**config.mk**
```make
export PLATFORM = sky130hd
export DESIGN_NAME = sorted_key_set_engine
export DESIGN_NICKNAME = d
export VERILOG_FILES = /design/src/hw/rtl/sks_pkg.sv /design/src/hw/rtl/sks_cell.sv /design/src/hw/rtl/sorted_key_set_engine.sv
export VERILOG_INCLUDE_DIRS = /design/src /design/src/hw/rtl
export SDC_FILE = /design/constraint.sdc
export NUM_CORES = 2
export LEC_CHECK = 0
export BUFFER_PORTS_ARGS = -buffer_cell sky130_fd_sc_hd__clkbuf_2
export CAP_MARGIN = 25
export CORE_ASPECT_RATIO = 0.8
export CORE_MARGIN = 3
export CORE_UTILIZATION = 65
export CTS_BUF_LIST = sky130_fd_sc_hd__clkbuf_8
export DETAILED_ROUTE_END_ITERATION = 6
export GPL_TIMING_DRIVEN = 0
export PLACE_DENSITY = 0.92
export SETUP_SLACK_MARGIN = 0.3
export SLEW_MARGIN = 20
export SYNTH_ARGS = -nofsm -noshare
export SYNTH_HDL_FRONTEND = slang
export SYNTH_SLANG_ARGS = --single-unit
```
**constraint.sdc**
```tcl
create_clock -name i_clk -period 7.81 [get_ports i_clk]
set_input_delay 0.3905 -clock i_clk [delete_from_list [all_inputs] [get_ports i_clk]]
set_output_delay 0.3905 -clock i_clk [all_outputs]
set_load 0.02 [all_outputs]
```
**src/hw/rtl/sorted_key_set_engine_macros.svh**
```systemverilog
// Assertion macros shared by the sorted key set engine RTL.
// Depends on nothing; included by the files that carry assertions.
`ifndef SORTED_KEY_SET_ENGINE_MACROS_SVH
`define SORTED_KEY_SET_ENGINE_MACROS_SVH

// Same-cycle implication, disabled while reset is asserted.
`define SKS_ASSERT_IMPL(label, clk, rst_n, ante, cons) \
    label: assert property (@(posedge clk) disable iff (!(rst_n)) (ante) |-> (cons)) \
        else $error("sorted key set engine: same-cycle check failed");

// Next-cycle implication, disabled while reset is asserted.
`define SKS_ASSERT_NEXT(label, clk, rst_n, ante, cons) \
    label: assert property (@(posedge clk) disable iff (!(rst_n)) (ante) |=> (cons)) \
        else $error("sorted key set engine: next-cycle check failed");

`endif

```
**src/hw/rtl/sks_pkg.sv**
```systemverilog
// Shared types and constants for the sorted key set engine.
// No dependencies; used by sks_cell and sorted_key_set_engine.
package sks_pkg;

    localparam int unsigned KEY_W        = 16;
    localparam int unsigned MODE_W       = 2;
    localparam int unsigned COUNT_OUT_W  = 7;
    localparam int unsigned CAPACITY_DEF = 64;

    typedef logic [MODE_W-1:0] t_mode;
    typedef logic [KEY_W-1:0]  t_key;

    localparam t_mode MODE_MEMBER = 2'd0;
    localparam t_mode MODE_INSERT = 2'd1;
    localparam t_mode MODE_DELETE = 2'd2;
    localparam t_mode MODE_CLEAR  = 2'd3;

    // Per-cycle command broadcast to every cell of the chain.
    typedef struct packed {
        logic cmp_en;   // latch compare flags against the broadcast key
        logic ins_en;   // shift up from the lower neighbor, drop key at its slot
        logic del_en;   // shift down from the upper neighbor
    } t_cell_ctl;

endpackage

```
**src/hw/rtl/sks_cell.sv**
```systemverilog
// One slot of the sorted key chain: a key register plus compare flags.
// Depends on sks_pkg; instantiated in a row by sorted_key_set_engine.
module sks_cell #(
    parameter int unsigned IDX = 0,
    parameter int unsigned CW  = $clog2(sks_pkg::CAPACITY_DEF + 1)
) (
    input  logic              i_clk,
    input  sks_pkg::t_cell_ctl i_ctl,
    input  sks_pkg::t_key     i_key,
    input  logic [CW-1:0]     i_count,
    input  logic              i_prev_lt,
    input  sks_pkg::t_key     i_prev_key,
    input  sks_pkg::t_key     i_next_key,
    output sks_pkg::t_key     o_key,
    output logic              o_lt,
    output logic              o_eq
);

    sks_pkg::t_key r_key;
    logic          r_lt;
    logic          r_eq;
    logic          occ;

    // slot holds a live key when its index is below the count
    assign occ = (i_count > CW'(IDX));

    always_ff @(posedge i_clk) begin
        if (i_ctl.cmp_en) begin
            r_lt <= occ && (r_key < i_key);
            r_eq <= occ && (r_key == i_key);
        end
        // keys below the target stay put; the rest move one slot
        if (i_ctl.ins_en && !r_lt) begin
            r_key <= i_prev_lt ? i_key : i_prev_key;
        end else if (i_ctl.del_en && !r_lt) begin
            r_key <= i_next_key;
        end
    end

    assign o_key = r_key;
    assign o_lt  = r_lt;
    assign o_eq  = r_eq;

endmodule

```
**src/hw/rtl/sorted_key_set_engine.sv**
```systemverilog
// Sorted key set engine: CAPACITY unique 16-bit keys kept ascending in a chain of cells.
// Result: o_strobe is registered from the apply state, after the compare state; one result beat per command.
// One command at a time: busy stays high through the compare and the shift/update in all cells.
// Reset (i_rst_n low, synchronous): set empty, FSM idle, no strobe; key slots are not cleared.
// The receiver cannot stall: o_strobe marks each result beat for exactly one cycle.
// Depends on sks_pkg, sks_cell and sorted_key_set_engine_macros.svh.
`include "sorted_key_set_engine_macros.svh"

module sorted_key_set_engine #(
    parameter int unsigned CAPACITY = sks_pkg::CAPACITY_DEF
) (
    input  logic                              i_clk,
    input  logic                              i_rst_n,
    input  logic                              start,
    output logic                              busy,
    input  logic [sks_pkg::MODE_W-1:0]        i_mode,
    input  logic [sks_pkg::KEY_W-1:0]         i_key,
    output logic                              o_strobe,
    output logic                              o_success,
    output logic                              o_full_res,
    output logic [sks_pkg::COUNT_OUT_W-1:0]   o_entry_count
);

    localparam int unsigned CW = $clog2(CAPACITY + 1);

    // sequencer codes
    localparam logic [1:0] ST_IDLE  = 2'd0;
    localparam logic [1:0] ST_CMP   = 2'd1;
    localparam logic [1:0] ST_APPLY = 2'd2;

    logic [1:0]         r_state;
    logic [1:0]         n_state;
    sks_pkg::t_mode     r_mode;
    sks_pkg::t_key      r_key;
    logic [CW-1:0]      r_count;
    logic [CW-1:0]      n_count;
    logic               r_strobe;
    logic               r_success;
    logic               n_success;
    logic               r_full;
    logic               n_full;

    sks_pkg::t_cell_ctl ctl;
    logic               do_ins;
    logic               do_del;
    logic               present;
    logic               is_full;

    // chain wiring, padded at both ends so every cell sees neighbors
    sks_pkg::t_key      key_pad [CAPACITY+2];
    logic [CAPACITY:0]  lt_pad;
    logic [CAPACITY-1:0] eq_vec;

    logic accept;
    assign accept = start && (r_state == ST_IDLE);
    assign busy   = (r_state != ST_IDLE);

    // ------------------------------------------------------------------
    // Cell row. Cell g holds slot g; slot 0 sees a "below" flag of 1 so
    // an insert at the head drops the new key there.
    // ------------------------------------------------------------------
    assign lt_pad[0]              = 1'b1;
    assign key_pad[0]             = r_key;
    assign key_pad[CAPACITY+1]    = key_pad[CAPACITY];

    for (genvar g = 0; g < CAPACITY; g++) begin : g_cell
        sks_cell #(
            .IDX (g),
            .CW  (CW)
        ) u_cell (
            .i_clk      (i_clk),
            .i_ctl      (ctl),
            .i_key      (r_key),
            .i_count    (r_count),
            .i_prev_lt  (lt_pad[g]),
            .i_prev_key (key_pad[g]),
            .i_next_key (key_pad[g+2]),
            .o_key      (key_pad[g+1]),
            .o_lt       (lt_pad[g+1]),
            .o_eq       (eq_vec[g])
        );
    end

    // keys are unique, so at most one cell reports a match
    assign present = |eq_vec;
    assign is_full = (r_count == CW'(CAPACITY));

    // ------------------------------------------------------------------
    // Decision in the apply cycle, from the flags latched by the cells.
    // ------------------------------------------------------------------
    always_comb begin
        n_count   = r_count;
        n_success = 1'b0;
        n_full    = 1'b0;
        do_ins    = 1'b0;
        do_del    = 1'b0;
        unique case (r_mode)
            sks_pkg::MODE_MEMBER: begin
                n_success = present;
            end
            sks_pkg::MODE_INSERT: begin
                if (!present) begin
                    if (is_full) begin
                        n_full = 1'b1;
                    end else begin
                        do_ins    = 1'b1;
                        n_success = 1'b1;
                        n_count   = r_count + CW'(1);
                    end
                end
            end
            sks_pkg::MODE_DELETE: begin
                if (present) begin
                    do_del    = 1'b1;
                    n_success = 1'b1;
                    n_count   = r_count - CW'(1);
                end
            end
            sks_pkg::MODE_CLEAR: begin
                n_success = 1'b1;
                n_count   = '0;
            end
        endcase
    end

    always_comb begin
        ctl.cmp_en = (r_state == ST_CMP);
        ctl.ins_en = (r_state == ST_APPLY) && do_ins;
        ctl.del_en = (r_state == ST_APPLY) && do_del;
    end

    always_comb begin
        n_state = r_state;
        unique case (r_state)
            ST_IDLE:  if (start) n_state = ST_CMP;
            ST_CMP:   n_state = ST_APPLY;
            ST_APPLY: n_state = ST_IDLE;
            default:  n_state = ST_IDLE;
        endcase
    end

    // command beat and result capture (payload, no reset)
    always_ff @(posedge i_clk) begin
        if (accept) begin
            r_mode <= i_mode;
            r_key  <= i_key;
        end
        if (r_state == ST_APPLY) begin
            r_success <= n_success;
            r_full    <= n_full;
        end
    end

    // control state
    always_ff @(posedge i_clk) begin
        if (!i_rst_n) begin
            r_state  <= ST_IDLE;
            r_count  <= '0;
            r_strobe <= 1'b0;
        end else begin
            r_state  <= n_state;
            r_strobe <= (r_state == ST_APPLY);
            if (r_state == ST_APPLY) begin
                r_count <= n_count;
            end
        end
    end

    assign o_strobe      = r_strobe;
    assign o_success     = r_success;
    assign o_full_res    = r_full;
    assign o_entry_count = sks_pkg::COUNT_OUT_W'(r_count);

    // ------------------------------------------------------------------
    // Checks
    // ------------------------------------------------------------------
    `SKS_ASSERT_IMPL(a_count_bound, i_clk, i_rst_n, 1'b1, r_count <= CW'(CAPACITY))
    `SKS_ASSERT_IMPL(a_full_not_ok, i_clk, i_rst_n, r_strobe && r_full, !r_success)
    `SKS_ASSERT_NEXT(a_accept_cmp, i_clk, i_rst_n, accept, r_state == ST_CMP)
    `SKS_ASSERT_NEXT(a_apply_strobe, i_clk, i_rst_n, r_state == ST_APPLY,
                     r_strobe && (r_state == ST_IDLE))

endmodule

```
==> run_results.csv <==
group,metric,value,unit
cts,cts-root-buf,"clkbuf_8",
route,detail_route.vias_per_cell,7.20,
placement,dpl_cell_area,84000,um2
setup_path,critPathKind,"reg2reg",
synthesis,synthFlopType,"edfxtp_1",
setup_path,path_max_fanout,10,
cts,hold_buffers,20,
pwr,powerDensity,158,nW/um2
setup_path,arrival,6.52,ns
pwr,seqPwrFrac,50.4,%
synthesis,synth_edf_count,1172,
pwr,combPwrFrac,12.4,%
min_path,min-delay-start,"i_key[11]",
pwr,sw_frac_of_total,27.8,%
job,drv_cap,0,
setup_path,worst-path-buf-inv,3,
min_path,hold_path_class,"in2reg",
global_routing,overflow,0,
global_routing,antenna_found_initial,15,
setup_path,reg2reg_slack,1.96,ns
cts,cts_resized,0,
cts,clock-sinks,1182,
sta,layout_setup_ws,1.96,ns
route,wirelength,283,mm
floorplan,core,122000,um2
final_layout,layoutNonFillerInstCount,9781,
sta,timing.final.crit_share,74.9,%
pwr,power_switching,3.85,mW
setup_path,slowest_stage,"nor4_1",
floorplan,initial_core_util,66.1,%
setup_path,cpPeakStageDelay,0.83,ns
pwr,p_int,10.0,mW
placement,portBuffers,31,
final_layout,fillers,8380,
cts,cts.path.max_buffers,3,
sta,final.min_clock_period,5.85,ns
status,outcome,"finished, violations left",
pwr,peakVddDrop,0.000205,V
cts,cts_max_level,4,
placement,place_congestion,1.06,
placement,dp.final_hpwl,209,mm
cts,cts_setup_buffers,0,
global_routing,grt_pass1_vias,67300,
synthesis,synthCells,7698,
global_routing,grt_max_degree,47,
final_layout,final_layout_size_suffix_gt1_share,5.75,%
sta,tightest_slew,1.27,ns
setup_path,end_kind,"register",
floorplan,fp.dieH,321,um
cts,clk_pin_slew,0.07,ns
cts,cts_tree,"done",
floorplan,std_cell_rows,114,
sta,skew,0.0505,ns
floorplan,fp.dieW,399,um
synthesis,yosysWarnings,0,
cts,cts_made_buffers,188,
synthesis,syn_nets,8748,
global_routing,globalRouteTotalUtil,43.3,%
pwr,clockPowerShare,37.2,%
synthesis,ys_types,62,
route,first_pass_iters,7,
floorplan,io-pin-count,32,
final_layout,fin_util,72.0,%
setup_path,crit_start,"g_cell[14].u_cell.o_eq$_DFFE_PN_",
setup_path,critical_path.top_delay_family,"simple AND/OR/NAND/NOR gates",
final_layout,fin_nets,9055,
cts,clk_latency,0.97,ns
placement,post-place-ws,2.48,ns
route,detail_route.wl_per_cell,28.9,um
synthesis,ys_ff_latch,1182,
sta,rsz0062_at_grt,"no",
sta,finalHoldViolations,0,
synthesis,netlist_area,80500,um2
final_layout,fin_area,87700,um2
route,via_count,70400,
setup_path,crit_path_start_kind,"register",
setup_path,worstPathCellList,"nor4_1, nand4_1, nor4_1, buf_2, and3_1, nor2_2, clkbuf_2, nor2_1, buf_6",
global_routing,grt_pass1_wl,416,mm
synthesis,synth.avg_cell_area,10.5,um2
setup_path,crit_top_cell,"nor4_1",
route,dr.first_iter.drc_count,12000,
synthesis,synthArstFlopShare,0,%
sta,timing.fmax,171,MHz
placement,numPlacedInstances,9414,
floorplan,die_area,128000,um2
synthesis,ys_seq_area_share,44.0,%
final_layout,syn2layout_area_growth,8.95,%
route,drc,139,
sta,maxSlewHeadroom,14.8,%
status,failed_checks,"DRC",
sta,finalSetupTns,0,ns
sta,drv_slew,0,
sta,setup_viol,0,
setup_path,worstPathRequired,8.48,ns
route,ant_nets,0,
pwr,p_leak,37.1,nW
setup_path,worstReg2RegStart,"g_cell[14].u_cell.o_eq$_DFFE_PN_",
-- kinds of logic after synthesis --
family	synth area share [%]
and+or+nand+nor	11.6
AOI/OAI and AO/OA	12.8
DFF	44.0
adders and majority gates	16.0
muxes	12.9
buffers and inverters	2.69
xor gates and xnor gates	0.0653
-- state kept, by name, summed over array words and instances, names as in the netlist --
register	flops
g_cell.u_cell.o_key	1024
g_cell.u_cell.o_eq	64
g_cell.u_cell.o_lt	64
r_key	16
o_entry_count	7
r_mode	2
r_state	2
o_full_res	1
o_strobe	1
o_success	1
-- metrics by stage --
stage	hold slack (ns)	power [mW]
detailed placement	0.555	8.73
global route	0.167	14.2
CTS	0.116	13.7
floorplan	0.489	8.10
finish	0.168	13.9
global placement	0.540	8.59
-- layer usage --
layer / vias to the layer above / part of all wire [%] / track usage (%)
li1: 29700 / - / -
met1: 33000 / 37 / 60.3
met4: 8 / 6.2 / 22.6
met2: 6577 / 39 / 58.2
met5: - / 0.021 / 0.223
met3: 1164 / 18 / 16.5
-- path summary, 6_finish.rpt --
path	end	cells after the start
max	g_cell[35].u_cell.o_key[10]$_DFFE_PP_	9
min	r_key[11]$_DFFE_PP_	2
max reg2reg	g_cell[35].u_cell.o_key[10]$_DFFE_PP_	9
min reg2reg	g_cell[61].u_cell.o_key[0]$_DFFE_PP_	2
-- final cells by class --
type	count	area (um2)	area share (%)
Multi-Input combinational cell	5944	43100	49.2
Sequential cell	1182	35400	40.4
Clock buffer	199	2740	3.12
Tap cell	1624	2030	2.32
Buffer	477	1830	2.08
Timing Repair Buffer	117	1490	1.70
Clock inverter	125	638	0.728
Inverter	95	432	0.492
Antenna cell	18	45.0	0.0514
-- layout by cell type, fill, tap and decap left out, types with 17 or more instances in the layout --
cell type	Yosys	routed
a211oi_1	25	25
a21o_1	142	142
a21oi_1	290	289
buf_16	0	23
buf_6	1	18
clkbuf_1	460	447
clkbuf_2	0	44
clkbuf_8	0	199
clkinv_1	0	31
clkinv_2	0	28
diode_2	0	18
dlygate4sd3_1	0	20
edfxtp_1	1172	1172
ha_1	1029	1029
inv_1	95	136
inv_6	0	17
mux2_2	21	21
mux2i_1	996	996
nand2_1	1128	1128
nand2b_1	28	28
nand3_1	76	76
nand4_1	187	187
nand4b_1	62	62
nor2_1	255	210
nor2_2	0	44
nor2b_1	121	119
nor3_1	62	61
nor4_1	84	81
o211ai_1	67	67
o21a_1	79	79
o21ai_0	1138	1138
-- synth_stat cells (9+ instances only) --
cell type | instances | area, um2
a2111oi_0 | 16 | 140
clkbuf_1 | 460 | 1730
and3_1 | 10 | 62.6
nand3_1 | 76 | 380
o21a_1 | 79 | 593
nor2b_1 | 121 | 757
a21o_1 | 142 | 1070
a41oi_1 | 9 | 78.8
edfxtp_1 | 1172 | 35200
nand2_1 | 1128 | 4230
nand4b_1 | 62 | 543
nor4_1 | 84 | 526
a31oi_1 | 10 | 62.6
o21ai_0 | 1138 | 5700
mux2_4 | 9 | 135
o211ai_1 | 67 | 503
nor3_1 | 62 | 310
nor2_1 | 255 | 957
dfxtp_1 | 10 | 200
nand2b_1 | 28 | 175
inv_1 | 95 | 357
mux2_2 | 21 | 236
buf_2 | 9 | 45.0
and2_1 | 9 | 56.3
a21oi_1 | 290 | 1450
a211oi_1 | 25 | 188
mux2i_1 | 996 | 9970
nand4_1 | 187 | 1170
ha_1 | 1029 | 12900
-- worst reg2reg max path, cell delays in order, from the launching register on --
cell and delay (ns):
edfxtp_1 0.42, nor4_1 0.83, nand4_1 0.64, nor4_1 0.48, buf_2 0.56, and3_1 0.62, nor2_2 0.37, clkbuf_2 0.59
nor2_1 0.80, buf_6 0.24
-- power groups by stage --
stage	Combinational, mW	Sequential [mW]	Clock (mW)
after global placement	1.45	7.14	0
after global routing	1.82	6.98	5.36
after detailed placement	1.62	7.12	0
after CTS	1.64	6.98	5.08
final	1.73	6.99	5.15
after floorplan	0.996	7.11	0
No activity file was read; power rests on OpenSTA's default activity.
